## config.mk

```make
export PLATFORM = sky130hd
export DESIGN_NAME = music_event_stream_parser
export DESIGN_NICKNAME = d
export VERILOG_FILES = /design/src/rtl/mesp_pkg.sv /design/src/rtl/mesp_front.sv /design/src/rtl/mesp_cmd_fifo.sv /design/src/rtl/mesp_back.sv /design/src/rtl/music_event_stream_parser.sv
export SDC_FILE = /design/constraint.sdc
export NUM_CORES = 1
export LEC_CHECK = 0
export BUFFER_PORTS_ARGS = -buffer_cell sky130_fd_sc_hd__clkbuf_2
export CAP_MARGIN = 40
export CORE_MARGIN = 2
export CORE_UTILIZATION = 35
export CTS_CLUSTER_SIZE = 14
export DETAILED_ROUTE_END_ITERATION = 6
export PLACE_DENSITY_LB_ADDON = 0.1
export SLEW_MARGIN = 20
export SYNTH_ARGS = -nofsm -noshare
export SYNTH_HDL_FRONTEND = slang
export SYNTH_SLANG_ARGS = --single-unit
```

## constraint.sdc

```tcl
create_clock -name i_clk -period 15.6 [get_ports i_clk]
set_input_delay 0.78 -clock i_clk [delete_from_list [all_inputs] [get_ports i_clk]]
set_output_delay 0.78 -clock i_clk [all_outputs]
set_load 0.02 [all_outputs]
```

## src/rtl/mesp_pkg.sv

```systemverilog
package mesp_pkg;

    // Parser position within one event.
    typedef enum logic [2:0] {
        PH_START,
        PH_DATA,
        PH_DELAY,
        PH_CHECK,
        PH_ENDED
    } t_phase;

    // Work handed from the front part to the back part.
    typedef enum logic [1:0] {
        OP_EMIT,
        OP_ADD240,
        OP_TEMPO
    } t_op;

    // One queue entry. For a tempo command the note field carries the
    // multiplier byte and the volume field carries the fraction byte.
    typedef struct packed {
        t_op         op;
        logic [3:0]  kind;
        logic [3:0]  voice;
        logic [7:0]  note;
        logic [7:0]  volume;
        logic [7:0]  instrument;
        logic [14:0] pitch;
        logic [7:0]  dly;
    } t_cmd;

    // Result kinds.
    localparam logic [3:0] KIND_RESTART = 4'd0;
    localparam logic [3:0] KIND_NOTE_ON = 4'd1;
    localparam logic [3:0] KIND_NOTE_OFF = 4'd2;
    localparam logic [3:0] KIND_VOLUME = 4'd3;
    localparam logic [3:0] KIND_INSTR = 4'd4;
    localparam logic [3:0] KIND_PITCH = 4'd5;
    localparam logic [3:0] KIND_TEMPO = 4'd6;
    localparam logic [3:0] KIND_OTHER = 4'd7;
    localparam logic [3:0] KIND_END_STOP = 4'd8;
    localparam logic [3:0] KIND_END_REWOUND = 4'd9;

    // Status high-nibble codes.
    localparam logic [3:0] NIB_RESTART = 4'h8;
    localparam logic [3:0] NIB_NOTE = 4'h9;
    localparam logic [3:0] NIB_VOLUME = 4'hA;
    localparam logic [3:0] NIB_INSTR = 4'hC;
    localparam logic [3:0] NIB_PITCH = 4'hE;
    localparam logic [3:0] NIB_TEMPO = 4'hF;

    // Stream codes.
    localparam logic [7:0] END_CODE = 8'hFC;
    localparam logic [7:0] DELAY_EXT = 8'hF8;
    localparam logic [7:0] DELAY_EXT_ADD = 8'd240;

    // Configuration register indexes.
    localparam int CFG_IDX_W = 1;
    localparam logic [CFG_IDX_W-1:0] CFG_BASE_TEMPO = 1'b0;
    localparam logic [CFG_IDX_W-1:0] CFG_REPEAT_SONG = 1'b1;
    localparam logic [7:0] BASE_TEMPO_RST = 8'd120;

    // Command queue geometry.
    localparam int FIFO_DEPTH = 4;
    localparam int FIFO_PTR_W = $clog2(FIFO_DEPTH);
    localparam int FIFO_CNT_W = $clog2(FIFO_DEPTH + 1);

    // Number of data bytes that follow a status byte.
    function automatic logic [2:0] data_count(input logic [7:0] st);
        logic [2:0] cnt;
        case (st[7:4])
            NIB_RESTART, NIB_NOTE, NIB_PITCH: cnt = 3'd2;
            NIB_VOLUME, NIB_INSTR: cnt = 3'd1;
            NIB_TEMPO: cnt = 3'd5;
            default: cnt = 3'd0;
        endcase
        return cnt;
    endfunction

    // 16-bit add of an 8-bit value, saturating at all ones.
    function automatic logic [15:0] sat16(input logic [15:0] a, input logic [7:0] b);
        logic [16:0] s;
        s = {1'b0, a} + {9'd0, b};
        return s[16] ? 16'hFFFF : s[15:0];
    endfunction

endpackage

```

## src/rtl/mesp_front.sv

```systemverilog
module mesp_front
    import mesp_pkg::*;
(
    input  logic       i_clk,
    input  logic       i_rst_n,
    input  logic       i_repeat_song,
    input  logic       i_in_valid,
    input  logic [7:0] i_data_byte,
    input  logic       i_full,
    output logic       o_push,
    output t_cmd       o_cmd
);

    t_phase      r_phase, n_phase;
    logic [7:0]  r_rs, n_rs;
    logic [2:0]  r_idx, n_idx;
    logic [7:0]  r_args [4];
    logic [7:0]  n_args [4];
    logic [7:0]  r_pend, n_pend;

    logic        in_fire;
    logic        do_begin;
    logic        do_take;
    logic [2:0]  take_idx;
    logic [2:0]  cur_cnt;
    logic [3:0]  ev_kind;
    logic [7:0]  ev_note;
    logic [7:0]  ev_volume;
    logic [7:0]  ev_instr;
    logic [14:0] ev_pitch;

    assign in_fire = i_in_valid && !i_full;
    assign cur_cnt = data_count(r_rs);

    // Classify the event held in the running status and the stored data bytes.
    always_comb begin
        ev_kind = KIND_OTHER;
        ev_note = 8'd0;
        ev_volume = 8'd0;
        ev_instr = 8'd0;
        ev_pitch = 15'd0;
        case (r_rs[7:4])
            NIB_RESTART: begin
                ev_kind = KIND_RESTART;
                ev_note = r_args[0];
                ev_volume = r_args[1];
            end
            NIB_NOTE: begin
                ev_kind = (r_args[1] != 8'd0) ? KIND_NOTE_ON : KIND_NOTE_OFF;
                ev_note = r_args[0];
                ev_volume = r_args[1];
            end
            NIB_VOLUME: begin
                ev_kind = KIND_VOLUME;
                ev_volume = r_args[0];
            end
            NIB_INSTR: begin
                ev_kind = KIND_INSTR;
                ev_instr = r_args[0];
            end
            NIB_PITCH: begin
                ev_kind = KIND_PITCH;
                ev_pitch = {r_args[1], r_args[0][7:1]};
            end
            NIB_TEMPO: begin
                ev_kind = KIND_TEMPO;
            end
            default: begin
                ev_kind = KIND_OTHER;
            end
        endcase
    end

    // Next parser state and the command that this beat sends to the back part.
    always_comb begin
        n_phase = r_phase;
        n_rs = r_rs;
        n_idx = r_idx;
        n_args = r_args;
        n_pend = r_pend;
        do_begin = 1'b0;
        do_take = 1'b0;
        take_idx = r_idx;
        o_push = 1'b0;
        o_cmd.op = OP_EMIT;
        o_cmd.kind = ev_kind;
        o_cmd.voice = r_rs[3:0];
        o_cmd.note = ev_note;
        o_cmd.volume = ev_volume;
        o_cmd.instrument = ev_instr;
        o_cmd.pitch = ev_pitch;
        o_cmd.dly = r_pend;

        if (in_fire) begin
            case (r_phase)
                PH_START: begin
                    do_begin = 1'b1;
                end
                PH_DATA: begin
                    do_take = 1'b1;
                end
                PH_DELAY: begin
                    n_pend = i_data_byte;
                    n_phase = PH_CHECK;
                end
                PH_CHECK: begin
                    if (i_data_byte == END_CODE) begin
                        o_push = 1'b1;
                        o_cmd.kind = i_repeat_song ? KIND_END_REWOUND : KIND_END_STOP;
                        n_phase = i_repeat_song ? PH_START : PH_ENDED;
                    end else if (r_pend == DELAY_EXT) begin
                        o_push = 1'b1;
                        o_cmd.op = OP_ADD240;
                        n_pend = i_data_byte;
                    end else begin
                        o_push = 1'b1;
                        do_begin = 1'b1;
                    end
                end
                PH_ENDED: begin
                    n_phase = PH_ENDED;
                end
                default: begin
                    n_phase = PH_START;
                end
            endcase
        end

        // Start of an event: a status byte, or a byte under running status.
        if (do_begin) begin
            if (i_data_byte[7]) begin
                n_rs = i_data_byte;
                n_idx = 3'd0;
                n_phase = (data_count(i_data_byte) != 3'd0) ? PH_DATA : PH_DELAY;
            end else if (cur_cnt == 3'd0) begin
                n_pend = i_data_byte;
                n_phase = PH_CHECK;
            end else begin
                do_take = 1'b1;
                take_idx = 3'd0;
            end
        end

        // Store a data byte; the fourth tempo byte completes the new tempo.
        if (do_take) begin
            if (!take_idx[2]) begin
                n_args[take_idx[1:0]] = i_data_byte;
            end
            if (r_rs[7:4] == NIB_TEMPO && take_idx == 3'd3) begin
                o_push = 1'b1;
                o_cmd.op = OP_TEMPO;
                o_cmd.note = r_args[2];
                o_cmd.volume = i_data_byte;
            end
            if (({1'b0, take_idx} + 4'd1) >= {1'b0, cur_cnt}) begin
                n_phase = PH_DELAY;
            end else begin
                n_phase = PH_DATA;
                n_idx = take_idx + 3'd1;
            end
        end
    end

    // Parser state registers.
    always_ff @(posedge i_clk) begin
        if (!i_rst_n) begin
            r_phase <= PH_START;
            r_rs <= 8'd0;
            r_idx <= 3'd0;
            r_args <= '{default: 8'd0};
            r_pend <= 8'd0;
        end else begin
            r_phase <= n_phase;
            r_rs <= n_rs;
            r_idx <= n_idx;
            r_args <= n_args;
            r_pend <= n_pend;
        end
    end

endmodule

```

## src/rtl/mesp_cmd_fifo.sv

```systemverilog
module mesp_cmd_fifo
    import mesp_pkg::*;
(
    input  logic i_clk,
    input  logic i_rst_n,
    input  logic i_push,
    input  t_cmd i_push_cmd,
    output logic o_full,
    input  logic i_pop,
    output t_cmd o_head,
    output logic o_empty
);

    t_cmd                  r_mem [FIFO_DEPTH];
    logic [FIFO_PTR_W-1:0] r_wr_ptr;
    logic [FIFO_PTR_W-1:0] r_rd_ptr;
    logic [FIFO_CNT_W-1:0] r_count;

    assign o_full = (r_count == FIFO_CNT_W'(FIFO_DEPTH));
    assign o_empty = (r_count == '0);
    assign o_head = r_mem[r_rd_ptr];

    // Entry storage.
    always_ff @(posedge i_clk) begin
        if (i_push) begin
            r_mem[r_wr_ptr] <= i_push_cmd;
        end
    end

    // Pointers and fill count.
    always_ff @(posedge i_clk) begin
        if (!i_rst_n) begin
            r_wr_ptr <= '0;
            r_rd_ptr <= '0;
            r_count <= '0;
        end else begin
            if (i_push) begin
                r_wr_ptr <= r_wr_ptr + FIFO_PTR_W'(1);
            end
            if (i_pop) begin
                r_rd_ptr <= r_rd_ptr + FIFO_PTR_W'(1);
            end
            if (i_push && !i_pop) begin
                r_count <= r_count + FIFO_CNT_W'(1);
            end else if (!i_push && i_pop) begin
                r_count <= r_count - FIFO_CNT_W'(1);
            end
        end
    end

endmodule

```

## src/rtl/mesp_back.sv

```systemverilog
module mesp_back
    import mesp_pkg::*;
(
    input  logic        i_clk,
    input  logic        i_rst_n,
    input  logic [7:0]  i_base_tempo,
    input  t_cmd        i_head,
    input  logic        i_empty,
    output logic        o_pop,
    output logic        o_out_valid,
    input  logic        i_out_stall,
    output logic [3:0]  o_event_kind,
    output logic [3:0]  o_voice,
    output logic [7:0]  o_note,
    output logic [7:0]  o_volume,
    output logic [7:0]  o_instrument,
    output logic [14:0] o_pitch,
    output logic [15:0] o_tempo,
    output logic [15:0] o_delay,
    output logic [31:0] o_tick
);

    logic [15:0] r_delay_sum, n_delay_sum;
    logic [31:0] r_tick, n_tick;
    logic [15:0] r_tempo, n_tempo;
    logic        r_out_valid, n_out_valid;
    logic [3:0]  r_kind;
    logic [3:0]  r_voice;
    logic [7:0]  r_note;
    logic [7:0]  r_volume;
    logic [7:0]  r_instr;
    logic [14:0] r_pitch;
    logic [15:0] r_out_tempo;
    logic [15:0] r_out_delay;
    logic [31:0] r_out_tick;

    logic        slot_free;
    logic        emit;
    logic        rewind;
    logic [15:0] prod_a;
    logic [15:0] prod_b;
    logic [15:0] tempo_calc;
    logic [15:0] dly_total;
    logic [31:0] tick_sum;

    assign slot_free = !r_out_valid || !i_out_stall;
    assign o_pop = !i_empty && (i_head.op != OP_EMIT || slot_free);
    assign emit = o_pop && i_head.op == OP_EMIT;
    assign rewind = (i_head.kind == KIND_END_REWOUND);

    // Tempo = base * a + base * b / 128.
    assign prod_a = {8'd0, i_base_tempo} * {8'd0, i_head.note};
    assign prod_b = {8'd0, i_base_tempo} * {8'd0, i_head.volume};
    assign tempo_calc = prod_a + {7'd0, prod_b[15:7]};

    // Closing delay and running tick count.
    assign dly_total = sat16(r_delay_sum, i_head.dly);
    assign tick_sum = r_tick + {16'd0, dly_total};

    // Next values of the timing state and the result slot.
    always_comb begin
        n_delay_sum = r_delay_sum;
        n_tick = r_tick;
        n_tempo = r_tempo;
        n_out_valid = r_out_valid && i_out_stall;
        if (o_pop) begin
            case (i_head.op)
                OP_ADD240: begin
                    n_delay_sum = sat16(r_delay_sum, DELAY_EXT_ADD);
                end
                OP_TEMPO: begin
                    n_tempo = tempo_calc;
                end
                OP_EMIT: begin
                    n_delay_sum = 16'd0;
                    n_out_valid = 1'b1;
                    if (rewind) begin
                        n_tick = 32'd0;
                        n_tempo = {8'd0, i_base_tempo};
                    end else begin
                        n_tick = tick_sum;
                    end
                end
                default: begin
                    n_delay_sum = r_delay_sum;
                end
            endcase
        end
    end

    // Timing state and result valid.
    always_ff @(posedge i_clk) begin
        if (!i_rst_n) begin
            r_delay_sum <= 16'd0;
            r_tick <= 32'd0;
            r_tempo <= {8'd0, BASE_TEMPO_RST};
            r_out_valid <= 1'b0;
        end else begin
            r_delay_sum <= n_delay_sum;
            r_tick <= n_tick;
            r_tempo <= n_tempo;
            r_out_valid <= n_out_valid;
        end
    end

    // Result payload, loaded when an event is emitted.
    always_ff @(posedge i_clk) begin
        if (emit) begin
            r_kind <= i_head.kind;
            r_voice <= i_head.voice;
            r_note <= i_head.note;
            r_volume <= i_head.volume;
            r_instr <= i_head.instrument;
            r_pitch <= i_head.pitch;
            r_out_delay <= dly_total;
            r_out_tempo <= rewind ? {8'd0, i_base_tempo} : r_tempo;
            r_out_tick <= rewind ? 32'd0 : tick_sum;
        end
    end

    assign o_out_valid = r_out_valid;
    assign o_event_kind = r_kind;
    assign o_voice = r_voice;
    assign o_note = r_note;
    assign o_volume = r_volume;
    assign o_instrument = r_instr;
    assign o_pitch = r_pitch;
    assign o_tempo = r_out_tempo;
    assign o_delay = r_out_delay;
    assign o_tick = r_out_tick;

endmodule

```

## src/rtl/music_event_stream_parser.sv

```systemverilog
// Channel  | Direction | Handshake                  | Payload
// input    | in        | i_in_valid / o_in_stall    | i_data_byte
// output   | out       | o_out_valid / i_out_stall  | event, voice, args, tempo, delay, tick
// config   | in        | i_cfg_we                   | i_cfg_index, i_cfg_data
//
// One byte beat is taken every cycle while the command queue has room.
// The back part retires one queued command per cycle while no event waits on a stalled
// result; an event passes from the command queue into the result register.
// Synchronous active-low reset; tempo returns to 120 and the tick count to 0.
// A stalled result holds; the four-entry queue absorbs beats behind it, and
// o_in_stall rises once the queue is full.
module music_event_stream_parser
    import mesp_pkg::*;
(
    input  logic                 i_clk,
    input  logic                 i_rst_n,
    input  logic                 i_cfg_we,
    input  logic [CFG_IDX_W-1:0] i_cfg_index,
    input  logic [7:0]           i_cfg_data,
    input  logic                 i_in_valid,
    output logic                 o_in_stall,
    input  logic [7:0]           i_data_byte,
    output logic                 o_out_valid,
    input  logic                 i_out_stall,
    output logic [3:0]           o_event_kind,
    output logic [3:0]           o_voice,
    output logic [7:0]           o_note,
    output logic [7:0]           o_volume,
    output logic [7:0]           o_instrument,
    output logic [14:0]          o_pitch,
    output logic [15:0]          o_tempo,
    output logic [15:0]          o_delay,
    output logic [31:0]          o_tick
);

    logic [7:0] r_base_tempo;
    logic       r_repeat_song;
    logic       w_push;
    t_cmd       w_push_cmd;
    logic       w_full;
    logic       w_pop;
    t_cmd       w_head;
    logic       w_empty;

    // Configuration registers.
    always_ff @(posedge i_clk) begin
        if (!i_rst_n) begin
            r_base_tempo <= BASE_TEMPO_RST;
            r_repeat_song <= 1'b0;
        end else if (i_cfg_we) begin
            case (i_cfg_index)
                CFG_BASE_TEMPO: r_base_tempo <= i_cfg_data;
                CFG_REPEAT_SONG: r_repeat_song <= i_cfg_data[0];
                default: r_base_tempo <= r_base_tempo;
            endcase
        end
    end

    assign o_in_stall = w_full;

    // Byte parser.
    mesp_front u_front (
        .i_clk         (i_clk),
        .i_rst_n       (i_rst_n),
        .i_repeat_song (r_repeat_song),
        .i_in_valid    (i_in_valid),
        .i_data_byte   (i_data_byte),
        .i_full        (w_full),
        .o_push        (w_push),
        .o_cmd         (w_push_cmd)
    );

    // Command queue between parser and timing unit.
    mesp_cmd_fifo u_fifo (
        .i_clk      (i_clk),
        .i_rst_n    (i_rst_n),
        .i_push     (w_push),
        .i_push_cmd (w_push_cmd),
        .o_full     (w_full),
        .i_pop      (w_pop),
        .o_head     (w_head),
        .o_empty    (w_empty)
    );

    // Delay, tick and tempo unit with the result register.
    mesp_back u_back (
        .i_clk        (i_clk),
        .i_rst_n      (i_rst_n),
        .i_base_tempo (r_base_tempo),
        .i_head       (w_head),
        .i_empty      (w_empty),
        .o_pop        (w_pop),
        .o_out_valid  (o_out_valid),
        .i_out_stall  (i_out_stall),
        .o_event_kind (o_event_kind),
        .o_voice      (o_voice),
        .o_note       (o_note),
        .o_volume     (o_volume),
        .o_instrument (o_instrument),
        .o_pitch      (o_pitch),
        .o_tempo      (o_tempo),
        .o_delay      (o_delay),
        .o_tick       (o_tick)
    );

    // The parser never writes into a full queue.
    a_no_overflow: assert property (@(posedge i_clk) disable iff (!i_rst_n)
        w_push |-> !w_full)
        else $error("command pushed into full queue");

    // The back part never retires from an empty queue.
    a_no_underflow: assert property (@(posedge i_clk) disable iff (!i_rst_n)
        w_pop |-> !w_empty)
        else $error("command popped from empty queue");

    // An event is never retired over a result that is still stalled.
    a_no_result_overwrite: assert property (@(posedge i_clk) disable iff (!i_rst_n)
        (w_pop && w_head.op == OP_EMIT) |-> (!o_out_valid || !i_out_stall))
        else $error("result overwritten while stalled");

    // A beat that is stalled at the output stays valid in the next cycle.
    a_result_kept: assert property (@(posedge i_clk) disable iff (!i_rst_n)
        (o_out_valid && i_out_stall) |=> (o_out_valid && $stable(o_tick)))
        else $error("stalled result lost");

endmodule
```

## Word-level counts from Yosys, hierarchy flattened

Memory sizes are Yosys's and may differ from the RTL's. A register that Yosys moved wholly into a read port is not among the register bits.
Cells that the tools add are included.

- Bits in registers: 246
- Memories: 1
- Output and inout bits: 113
- Word-level logic and storage cells: 181
- Memory bits (writable): 228

- $lt $le $gt $ge: 3
- Muxes and demuxes: 74
- $add $sub $neg: 10
- Reduce and logical (&&, ||, !) cells: 39
- Eq/ne operators: 23
- $mul: 2
- Bitwise logic cells: 3

Memories:

| name | depth | bits a word | rd ports | clocked after Yosys merged registers in | wr ports | RTL line | RTL |
|---|---|---|---|---|---|---|---|
| u_fifo.r_mem | 4 | 57 | 1 | 1 | 1 | mesp_cmd_fifo.sv:14 | `t_cmd r_mem [FIFO_DEPTH];` |

Operators by type and width:

| kind | count |
|---|---|
| $mux W16 | 5 |
| $mux W8 | 9 |
| $pmux W16 S2 | 2 |
| $mux W3 | 18 |
| $eq A4 B4 Y1 const B | 13 |
| $add A32 B16 Y32 | 1 |
| $bwmux W32 | 1 |
| $mul A8 B8 Y16 | 2 |
| $mux W32 | 1 |
| $pmux W8 S2 | 2 |
| $pmux W4 S6 | 1 |
| $mux W1 | 18 |
| $pmux W3 S3 | 2 |
| $add A16 B8 Y17 | 1 |
| $add A16 B8 Y17 const B | 1 |
| $add A16 B9 Y16 | 1 |
| $demux W8 S2 | 1 |
| $eq A8 B8 Y1 const B | 2 |
| $mux W2 | 8 |
| $mux W15 | 1 |
| $reduce_and A2 Y1 | 7 |
| $mux W6 | 2 |
| $pmux W3 S4 | 1 |
| $eq A3 B2 Y1 const B | 3 |
| other kinds (25) | 51 |

## Longest topological paths before layout

Gate-level depths: netlist of run 1.

- Depth after elaboration: 15
- Mapped depth: 36
- Depth with buffers taken out: 34

## Cells and area by module

Synthesis of run 1 repeated with hierarchy kept, for this count alone.

- Cells, all modules: 1,961
- Area total of the unflattened synthesis: 23,854.1 µm²

Modules (own cells, without submodules):

| module | cells an instance | times used | sequential area each (µm²) | area each (µm²) |
|---|---|---|---|---|
| mesp_back | 1,236 | 1 | 4,574.4 | 12,114.1 |
| mesp_cmd_fifo | 340 | 1 | 7,026.7 | 8,663.3 |
| mesp_front | 346 | 1 | 920.9 | 2,703.8 |
| music_event_stream_parser | 39 | 1 | 180.2 | 372.9 |

## Worst setup path after synthesis of run 1

OpenSTA, ideal clock, no wires.

- Path type: reg-to-reg
- From: register with a tool-made name
- To: register u_back.r_tempo[15]
- Setup slack: 6.605 ns
- Library setup time: 0.117 ns
- Arrival: 8.877 ns
- Period minus slack after synthesis: 8.995 ns
- Stages on the path, launching flop included: 32
- Path through: dfxtp_1 -> buf_6 -> buf_2 -> mux4_2 -> and2_1 -> fa_1 -> fa_1 -> fa_1 -> inv_1 -> fa_1 -> inv_1 -> ha_1 -> nand2_1 -> a2bb2oi_1 -> o211ai_4 -> o31a_1 -> a21o_1 -> a21oi_2 -> xor2_1 -> fa_1 -> fa_1 -> fa_1 -> fa_1 -> inv_1 -> ha_1 -> o21ai_0 -> a21boi_0 -> o21a_1 -> o21ai_0 -> o211a_1 -> xnor2_1 -> a32o_1

RTL lines:

| element | RTL line | RTL |
|---|---|---|
| end signal, assigned | mesp_back.sv:96 | `r_tempo <= {8'd0, BASE_TEMPO_RST};` |
| end signal, assigned | mesp_back.sv:101 | `r_tempo <= n_tempo;` |
| end, declared | mesp_back.sv:25 | `logic [15:0] r_tempo, n_tempo;` |

==> results of run 1 <==
## cell families after synthesis
logic type | Yosys count | synth area share
DFF | 465 | 0.538
xor gates and xnor gates | 55 | 0.0204
adders and majority gates | 191 | 0.128
buffers and inverters | 241 | 0.0397
muxes | 74 | 0.0617
AOI/OAI and AO/OA | 318 | 0.0857
and+or+nand+nor | 621 | 0.127
## Yosys cell counts (4+ instances only)
cell,instances,area share
sky130_fd_sc_hd__edfxtp_1,339,0.43
sky130_fd_sc_hd__nand2_1,218,0.035
sky130_fd_sc_hd__inv_1,153,0.024
sky130_fd_sc_hd__dfxtp_1,126,0.11
sky130_fd_sc_hd__and2_1,118,0.031
sky130_fd_sc_hd__a21oi_1,117,0.025
sky130_fd_sc_hd__ha_1,108,0.057
sky130_fd_sc_hd__nor2_1,107,0.017
sky130_fd_sc_hd__fa_1,83,0.070
sky130_fd_sc_hd__clkbuf_1,64,0.010
sky130_fd_sc_hd__o21ai_0,59,0.013
sky130_fd_sc_hd__mux4_2,57,0.054
sky130_fd_sc_hd__nand3_1,51,0.011
sky130_fd_sc_hd__nor3_1,34,0.0072
sky130_fd_sc_hd__xnor2_1,29,0.011
sky130_fd_sc_hd__xor2_1,26,0.0096
sky130_fd_sc_hd__a21o_1,18,0.0057
sky130_fd_sc_hd__buf_2,17,0.0036
sky130_fd_sc_hd__nor2b_1,16,0.0042
sky130_fd_sc_hd__and3_1,15,0.0040
sky130_fd_sc_hd__o31ai_1,15,0.0048
sky130_fd_sc_hd__mux2i_1,14,0.0059
sky130_fd_sc_hd__o21a_1,14,0.0045
sky130_fd_sc_hd__a31oi_1,13,0.0034
sky130_fd_sc_hd__or3_1,13,0.0034
sky130_fd_sc_hd__nand2b_1,10,0.0026
sky130_fd_sc_hd__a21boi_0,9,0.0029
sky130_fd_sc_hd__nand4_1,9,0.0024
sky130_fd_sc_hd__a222oi_1,8,0.0034
sky130_fd_sc_hd__a22o_1,8,0.0030
sky130_fd_sc_hd__nor4_1,8,0.0021
sky130_fd_sc_hd__o211ai_1,8,0.0025
sky130_fd_sc_hd__a211oi_1,7,0.0022
sky130_fd_sc_hd__o22ai_1,7,0.0019
sky130_fd_sc_hd__buf_1,5,0.00079
sky130_fd_sc_hd__or4_1,5,0.0016
sky130_fd_sc_hd__o221ai_1,4,0.0015
## where the power goes
part	internal, mW	leakage, nW	switching [mW]
logic	1.48	5.51	2.11
clock network	0.745	0.863	0.516
registers	1.48	4.26	0.0824
## cells in the final DEF (no fill, tap or decap), drive strengths merged, types with 14 or more instances in the layout
| cell | netlist | layout |
|---|---|---|
| edfxtp | 339 | 339 |
| nand2 | 218 | 218 |
| clkbuf | 64 | 203 |
| inv | 153 | 155 |
| dfxtp | 126 | 126 |
| and2 | 119 | 119 |
| a21oi | 118 | 118 |
| ha | 108 | 108 |
| nor2 | 107 | 107 |
| fa | 83 | 83 |
| o21ai | 62 | 62 |
| mux4 | 57 | 57 |
| nand3 | 52 | 52 |
| buf | 24 | 40 |
| nor3 | 34 | 34 |
| xnor2 | 29 | 29 |
| xor2 | 26 | 26 |
| clkinv | 0 | 20 |
| a21o | 18 | 18 |
| o31ai | 16 | 16 |
| nor2b | 16 | 16 |
| and3 | 15 | 15 |
| o21a | 14 | 14 |
| mux2i | 14 | 14 |
## worst min-delay path, delay by kind of cell
kind            cells  cell delay [ns]
buf+inv             1             0.08
simple gates        1             0.05
compound gates      1             0.05
## path summary, 6_finish.rpt
| check | from | to | slack, ns | depth (start not counted) |
|---|---|---|---|---|
| setup / recovery | flip-flop | u_back.r_tempo[15] | 6.20 | 29 |
| hold reg to reg | u_back.r_tempo[10] | u_back.r_tempo[10] | 0.45 | 2 |
| setup reg to reg | flip-flop | u_back.r_tempo[15] | 6.20 | 29 |
| hold / removal | i_cfg_data[1] | r_base_tempo[1] | 0.40 | 3 |
## per-stage QoR
stage / hold WS [ns] / std cells / worst slack (ns) / util
global placement: 0.439 / 2912 / 6.16 / 0.377
finish: 0.403 / 3023 / 6.20 / 0.407
floorplan: 0.432 / 1965 / 6.61 / -
CTS: 0.371 / 3019 / 6.11 / 0.406
global route: 0.398 / 3022 / 5.61 / 0.407
detailed placement: 0.444 / 2921 / 6.12 / 0.379
## state kept, by name, indices dropped and copies added (netlist names), 13 cells and up, named ones only
signal / cells
u_fifo.r_mem: 228
u_front.r_args: 24
u_back.o_delay: 16
u_back.o_tempo: 16
u_back.o_tick: 32
u_back.r_tick: 32
u_back.o_pitch: 15
u_back.r_tempo: 16
u_back.r_delay_sum: 13
## cell type report
class	count	area [µm²]	share of cell area
antenna	1	2.50	0.0000918
clock buffer	69	1460	0.0535
clock inverter	29	323	0.0118
inverter	153	579	0.0212
multi-input combinational	1259	10000	0.368
sequential	465	12700	0.466
tap	873	1090	0.0401
timing repair buffer	174	1080	0.0396
## per-layer routing
layer,global-route usage,vias to the layer above
li1,-,7301
met1,0.233,7690
met2,0.271,293
met3,0.0268,74
met4,0.0424,0
met5,0,-
==> run summary, run 1 <==
=================================================================================================
Total count of max-transition violations in the final report                                    0
Count of nets after finishing                                                                2319
Leak Pwr                                                                                  10.6 nW
Mapped Nets                                                                                  2178
Vias after detailed routing                                                                 15400
Number of cells upsized or downsized after cts                                                  0
Sort of element at the start of the critical path                                       flip-flop
Worst setup path category                                                            flip-flop to flip-flop
H-tree level count                                                                              2
Area Growth Syn to Fin                                                                      15.4%
Number of distinct library cell variants in the gate-level netlist after synthesis             68
Count of standard-cell rows                                                                    95
Top_reg_cell synth                                                                   sky130_fd_sc_hd__edfxtp_1
Buf+Inv Stages, Crit Path                                                                       3
Initial antenna violation count                                                                 0
Sum of negative setup slack                                                                  0 ns
Detailed route wirelength on metal3                                                       2.36 mm
Max-cap violations                                                                              0
Clock tree buffer depth                                                                         3
Finished Cell Area                                                                      27300 µm²
Vias per cell                                                                                5.08
Max FO, Critical Path                                                                          33
Average size of a mapped cell                                                            12.0 µm²
Worst endpoint required time                                                             16.11 ns
Mean routed wirelength per cell                                                           19.0 µm
TritonCTS clock tree                                                                         done
Power per standard cell area                                                           235 nW/µm²
Aggregate routed wire length                                                              57.4 mm
Number of standard cells after synthesis                                                     1965
Height of the die                                                                          264 µm
Total design power                                                                        6.42 mW
Period minus WS final                                                                     9.40 ns
Core area                                                                               67000 µm²
Sequential-to-total area share from yosys stat                                              0.538
Buffers on Ports                                                                              134
Measured slew at the worst slew-check pin                                                0.731 ns
Post-detailed-placement cell area                                                       25400 µm²
Kind of capture point of the worst setup path                                           flip-flop
RSZ-0062 raised after global routing                                                        false
CP peak stage delay                                                                       0.80 ns
Wire length of the first global-routing pass                                              91.6 mm
Horizontal extent of the die                                                               264 µm
TritonCTS sink count                                                                          465
HP Class                                                                             primary input to flip-flop
Largest voltage drop on the vdd net                                                    0.000264 V
Critical Path Most Common Cell                                                       sky130_fd_sc_hd__fa_1
Setup bufs post-CTS                                                                             0
Max-Slew Margin vs Limit                                                                    0.509
Via count of the first global-routing pass                                                  15700
Dpl hpwl                                                                                  39.3 mm
Cell type group with the largest total delay on the critical path                     adder cells
Die Footprint                                                                           69600 µm²
Filler instances                                                                             6456
Status                                                                               finished clean
GRT Residual Overflow                                                                           0
Number of flops mapped to enable cells by yosys                                               339
Routability-driven placement congestion ratio                                               0.807
Wire length on met2                                                                       26.5 mm
Overall global routing resource usage                                                       0.167
Cell at the root of the clock tree                                                   sky130_fd_sc_hd__clkbuf_16
Slowest cell on crit path                                                            sky130_fd_sc_hd__dfxtp_4
Clock input transition at the sequential cells of the worst setup and hold paths          0.06 ns
Routed metal-1 wire length                                                                27.3 mm
Proportion of synthesized flip-flops having asynchronous set or reset                           0
Maximum number of pins on one net before global-route repair                                   71
Count of final hold-check violations                                                            0
Layout cell share with drive strength beyond 1                                              0.157
Data arrival, critical path                                                               9.91 ns
# hold bufs at CTS                                                                              0
Final worst clock skew                                                                  0.0283 ns
Ports                                                                                         135
Post-synthesis instance area                                                            23600 µm²
Initial Utilization                                                                         0.352
Number of violations reported at the end of detailed-routing iteration 0                      851
Highest routing layer actually used                                                          met4
Post-detailed-route count of antenna-violating nets                                             0
Setup violations, final                                                                         0
TritonCTS Buffers                                                                              53
Synthesized flop and latch total                                                              465
Clock latency at the later pin of the worst-skew pair                                     0.62 ns
Count of yosys warnings during synthesis                                                        0
Post-detailed-route DRC marker count                                                            0
Router iterations before antenna repair                                                         5
FMAX                                                                                    0.106 GHz
Fraction of the cycle the final worst path needs                                            0.603
=================================================================================================
(Power assumes the default switching activity.)
==> inputs of run 2 (changes only) <==
==> constraint.sdc (replaced) <==
create_clock -name i_clk -period 8.8 [get_ports i_clk]
set_input_delay 0.44 -clock i_clk [delete_from_list [all_inputs] [get_ports i_clk]]
set_output_delay 0.44 -clock i_clk [all_outputs]
set_load 0.02 [all_outputs]
==> run summary, run 2 (same netlist as run 1, synthesis figures left out) <==
===============================================================================================
Status                                                                             finished clean
TritonCTS Buffers                                                                            53
Clock tree buffer depth                                                                       3
Layout Cells excl Fill                                                                     3045
Sort of element at the start of the critical path                                     flip-flop
Routability-driven placement congestion ratio                                             0.836
Measured slew at the worst slew-check pin                                              0.811 ns
Setup violations, final                                                                       0
Post-detailed-route DRC marker count                                                          0
Number of flip-flops in the largest register                                                228
TritonCTS clock tree                                                                       done
H-tree level count                                                                            2
Buf+Inv Stages, Crit Path                                                                     5
Hold path startpoint                                                               i_cfg_data[0]
Number of violations reported at the end of detailed-routing iteration 0                    872
Fraction of the cycle the final worst path needs                                          0.969
Biggest register                                                                   u_fifo.r_mem
Most common cell after layout, fill and taps aside                                 sky130_fd_sc_hd__edfxtp_1
Clock latency at the later pin of the worst-skew pair                                   0.60 ns
Mean routed wirelength per cell                                                         19.5 µm
Wire length of the first global-routing pass                                            92.5 mm
Wire length on met2                                                                     27.5 mm
# hold bufs at CTS                                                                            0
Highest routing layer actually used                                                        met5
Post-detailed-route count of antenna-violating nets                                           0
Router iterations before antenna repair                                                       6
Power per standard cell area                                                         446 nW/µm²
Worst setup path category                                                          flip-flop to flip-flop
Die Footprint                                                                         69600 µm²
Max FO, Critical Path                                                                         8
Aggregate routed wire length                                                            59.3 mm
Routed metal-1 wire length                                                              27.8 mm
Worst endpoint required time                                                            9.29 ns
FMAX                                                                                  0.117 GHz
Dpl hpwl                                                                                40.4 mm
Final worst clock skew                                                                0.0169 ns
Core area                                                                             67000 µm²
Total design power                                                                      12.3 mW
Total count of max-transition violations in the final report                                  0
Ports                                                                                       135
Vias per cell                                                                              5.10
Layout cell share with drive strength beyond 1                                            0.178
Horizontal extent of the die                                                             264 µm
Initial Utilization                                                                       0.352
Vias after detailed routing                                                               15500
Count of nets after finishing                                                              2338
Leak Pwr                                                                                10.7 nW
Largest voltage drop on the vdd net                                                  0.000543 V
TritonCTS sink count                                                                        465
Clock input transition at the sequential cells of the worst setup and hold paths        0.06 ns
Critical Path Most Common Cell                                                     sky130_fd_sc_hd__fa_1
Via count of the first global-routing pass                                                15700
Height of the die                                                                        264 µm
Period minus WS final                                                                   8.53 ns
Cell at the root of the clock tree                                                 sky130_fd_sc_hd__clkbuf_16
Slowest cell on crit path                                                          sky130_fd_sc_hd__fa_1
Data arrival, critical path                                                             9.02 ns
Inst Count DP                                                                              2934
Maximum number of pins on one net before global-route repair                                 72
Area Growth Syn to Fin                                                                    16.3%
Max-cap violations                                                                            0
Max-Slew Margin vs Limit                                                                  0.459
Kind of capture point of the worst setup path                                         flip-flop
Cell type group with the largest total delay on the critical path                   adder cells
CP peak stage delay                                                                     0.55 ns
Buffers on Ports                                                                            134
Count of standard-cell rows                                                                  95
Detailed route wirelength on metal3                                                     2.68 mm
Initial antenna violation count                                                               3
HP Class                                                                           primary input to flip-flop
Most frequent cells in the layout                                                  339 x sky130_fd_sc_hd__edfxtp_1, 217 x sky130_fd_sc_hd__nand2_1, 151 x sky130_fd_sc_hd__inv_1
Overall global routing resource usage                                                     0.170
GRT Residual Overflow                                                                         0
Count of final hold-check violations                                                          0
===============================================================================================
## run 2: layout make-up
type / instances / area, µm²
antenna: 2 / 5.00
clock buffer: 64 / 1400
clock inverter: 36 / 313
fill: 6446 / 39600
inverter: 153 / 579
multi-input combinational: 1259 / 10200
sequential: 465 / 12700
tap: 873 / 1090
timing repair buffer: 193 / 1200
## run 2: worst paths after layout
check / slack (ns) / cells after the start / to
worst min register to register: 0.45 / 2 / u_back.r_tempo[10]
worst min-delay path: 0.11 / 3 / r_repeat_song
worst max register to register: 0.27 / 31 / u_back.r_tempo[15]
worst max-delay path: 0.27 / 31 / u_back.r_tempo[15]
## run 2: what timing repair did
| action | CTS | global route |
|---|---|---|
| endpoints found under the setup margin | 1 | 7 |
| buffers inserted | 0 | 7 |
| resized for setup | 1 | 35 |
| pin swaps | 0 | 22 |
## run 2: worst register-to-register path, delay by kind of cell, from the launching register on
kind	cells	cell delay, ns
fa+ha+maj	10	4.59
compound gates	11	2.00
mux	1	0.54
flops	1	0.43
buf+inv	5	0.37
xor+xnor	2	0.34
simple gates	2	0.16
## run 2: routing by layer
metal / GRT usage / vias to the layer above
met5: 0 / -
met4: 0.0430 / 4
met3: 0.0309 / 87
met2: 0.275 / 331
met1: 0.236 / 7772
li1: - / 7328
## run 2: through the flow
stage / hold WS [ns] / TNS, ns / cell area (µm²) / worst slack [ns] / util
finish: 0.112 / 0 / 27500 / 0.273 / 0.410
global route: 0.108 / -0.258 / 27500 / -0.0669 / 0.410
CTS: 0.0682 / 0 / 27200 / 0.0617 / 0.406
detailed placement: 0.444 / 0 / 25500 / 0.00309 / 0.380
global placement: 0.439 / 0 / 25400 / 0.0675 / 0.379
floorplan: 0.432 / 0 / 23600 / 0.0223 / -
## run 2: power breakdown
group	total (mW)	internal (mW)	leakage [nW]	switching [mW]
sequential	2.75	2.63	4.26	0.119
clock	2.17	1.25	0.826	0.918
combinational	7.34	3.14	5.63	4.19
==> inputs of run 3 (changes only) <==
--- a/config.mk
+++ b/config.mk
@@ -7,6 +7,8 @@
 export LEC_CHECK = 0
 export BUFFER_PORTS_ARGS = -buffer_cell sky130_fd_sc_hd__clkbuf_2
 export CAP_MARGIN = 40
+export CELL_PAD_IN_SITES_DETAIL_PLACEMENT = 1
+export CELL_PAD_IN_SITES_GLOBAL_PLACEMENT = 2
 export CORE_MARGIN = 2
 export CORE_UTILIZATION = 35
 export CTS_CLUSTER_SIZE = 14
==> run summary, run 3 (same netlist as run 1, synthesis figures left out) <==
===============================================================================================
GRT Residual Overflow                                                                         0
TritonCTS clock tree                                                                       done
Horizontal extent of the die                                                             264 µm
Most common cell after layout, fill and taps aside                                 sky130_fd_sc_hd__edfxtp_1
Antenna diodes                                                                                0
Worst endpoint required time                                                            9.29 ns
Max FO, Critical Path                                                                         8
Number of violations reported at the end of detailed-routing iteration 0                    759
Clock input transition at the sequential cells of the worst setup and hold paths        0.06 ns
Leak Pwr                                                                                10.8 nW
Count of final hold-check violations                                                          0
CP peak stage delay                                                                     0.57 ns
Fraction of the cycle the final worst path needs                                          0.967
Status                                                                             complete, but fails checks
Buffers on Ports                                                                            134
Data arrival, critical path                                                             9.00 ns
Area Growth Syn to Fin                                                                    17.0%
Wire length of the first global-routing pass                                            99.1 mm
Via count of the first global-routing pass                                                16700
Mean routed wirelength per cell                                                         20.9 µm
Clock tree buffer depth                                                                       3
Routability-driven placement congestion ratio                                             0.805
Final worst clock skew                                                                0.0234 ns
Pre-CTS setup slack                                                                  -0.0283 ns
H-tree level count                                                                            2
Setup violations, final                                                                       0
Maximum number of pins on one net before global-route repair                                 71
Measured slew at the worst slew-check pin                                              0.780 ns
Sort of element at the start of the critical path                                     flip-flop
Cell at the root of the clock tree                                                 sky130_fd_sc_hd__clkbuf_16
Max-cap violations                                                                            0
Dpl hpwl                                                                                43.9 mm
Count of standard-cell rows                                                                  95
Overall global routing resource usage                                                     0.183
FMAX                                                                                  0.118 GHz
Power per standard cell area                                                         453 nW/µm²
Initial Utilization                                                                       0.352
Layout cell share with drive strength beyond 1                                            0.182
Kind of capture point of the worst setup path                                         flip-flop
Router iterations before antenna repair                                                       7
Worst hold slack                                                                      0.0646 ns
Number of flip-flops in the largest register                                                228
Count of nets after finishing                                                              2343
Post-detailed-route count of antenna-violating nets                                           0
Largest voltage drop on the vdd net                                                  0.000510 V
HP Class                                                                           primary input to flip-flop
Clock latency at the later pin of the worst-skew pair                                   0.61 ns
Worst Slack Setup Final                                                                0.291 ns
Sum of negative setup slack                                                                0 ns
Core area                                                                             67000 µm²
Slowest cell on crit path                                                          sky130_fd_sc_hd__fa_1
Post-detailed-route DRC marker count                                                          7
Vias per cell                                                                              5.12
Most frequent cells in the layout                                                  339 x sky130_fd_sc_hd__edfxtp_1, 216 x sky130_fd_sc_hd__nand2_1, 151 x sky130_fd_sc_hd__inv_1
Height of the die                                                                        264 µm
# hold bufs at CTS                                                                            0
Critical Path Most Common Cell                                                     sky130_fd_sc_hd__fa_1
Violations in the final reports                                                             DRC
Die Footprint                                                                         69600 µm²
Period minus WS final                                                                   8.51 ns
Biggest register                                                                   u_fifo.r_mem
TritonCTS sink count                                                                        465
Initial antenna violation count                                                               0
Worst setup path category                                                          flip-flop to flip-flop
TritonCTS Buffers                                                                            53
Ports                                                                                       135
Vias after detailed routing                                                               15600
Max-Slew Margin vs Limit                                                                  0.477
Total count of max-transition violations in the final report                                  0
Aggregate routed wire length                                                            63.6 mm
===============================================================================================
run 3: final cells by class:
| cell class | count | area [µm²] |
|---|---|---|
| clock buffers | 65 | 1420 |
| clock inverters | 35 | 387 |
| repair buffers | 198 | 1250 |
| flip-flops and latches | 465 | 12700 |
| multi-input cells | 1259 | 10200 |
| inverters | 153 | 581 |
| fillers | 7124 | 39400 |
| well taps | 873 | 1090 |
run 3: path summary, 6_finish.rpt:
path	start	to	slack [ns]	cells after the start
min reg2reg	u_back.r_tempo[0]	u_back.r_tempo[0]	0.45	2
max	flip-flop	u_back.r_tempo[15]	0.29	30
min	i_cfg_data[4]	r_base_tempo[4]	0.06	3
max reg2reg	flip-flop	u_back.r_tempo[15]	0.29	30
run 3: metrics by stage:
| step | power (mW) | instance area [µm²] | cells | utilization |
|---|---|---|---|---|
| 2_1_floorplan | 7.65 | 23600 | 1965 | - |
| 3_3_place_gp | 9.54 | 25400 | 2932 | 0.380 |
| 3_5_place_dp | 9.60 | 25500 | 2938 | 0.381 |
| 4_1_cts | 12.0 | 27300 | 3039 | 0.408 |
| 5_1_grt | 13.7 | 27600 | 3048 | 0.412 |
| 6_report | 12.5 | 27600 | 3048 | 0.412 |
run 3: layer usage:
| layer | vias up | wire length [µm] | track usage |
|---|---|---|---|
| met3 | 68 | 1920 | 0.0240 |
| met2 | 226 | 29800 | 0.303 |
| met5 | - | 0 | 0 |
| li1 | 7327 | - | - |
| met1 | 7998 | 30800 | 0.258 |
| met4 | 0 | 1070 | 0.0396 |
run 3: what timing repair did:
action | 4_1_cts | 5_1_grt
resized for setup | 2 | 36
buffers inserted | 1 | 4
hold endpoints to repair | 0 | 0
pin swaps | 0 | 20
endpoints found under the setup margin | 1 | 8
run 3: power by group:
| group | internal, mW | switching, mW | leakage (nW) | total, mW |
|---|---|---|---|---|
| clock network | 1.36 | 0.928 | 0.861 | 2.29 |
| registers | 2.63 | 0.119 | 4.26 | 2.75 |
| logic | 3.18 | 4.31 | 5.66 | 7.49 |
run 3: critical path: cells and delay by family, from the launching register on:
| family | cells | cell delay, ns |
|---|---|---|
| fa+ha+maj | 10 | 4.63 |
| compound gates | 11 | 1.90 |
| mux | 1 | 0.53 |
| flops | 1 | 0.42 |
| buf+inv | 4 | 0.32 |
| xor+xnor | 2 | 0.32 |
| simple gates | 2 | 0.25 |
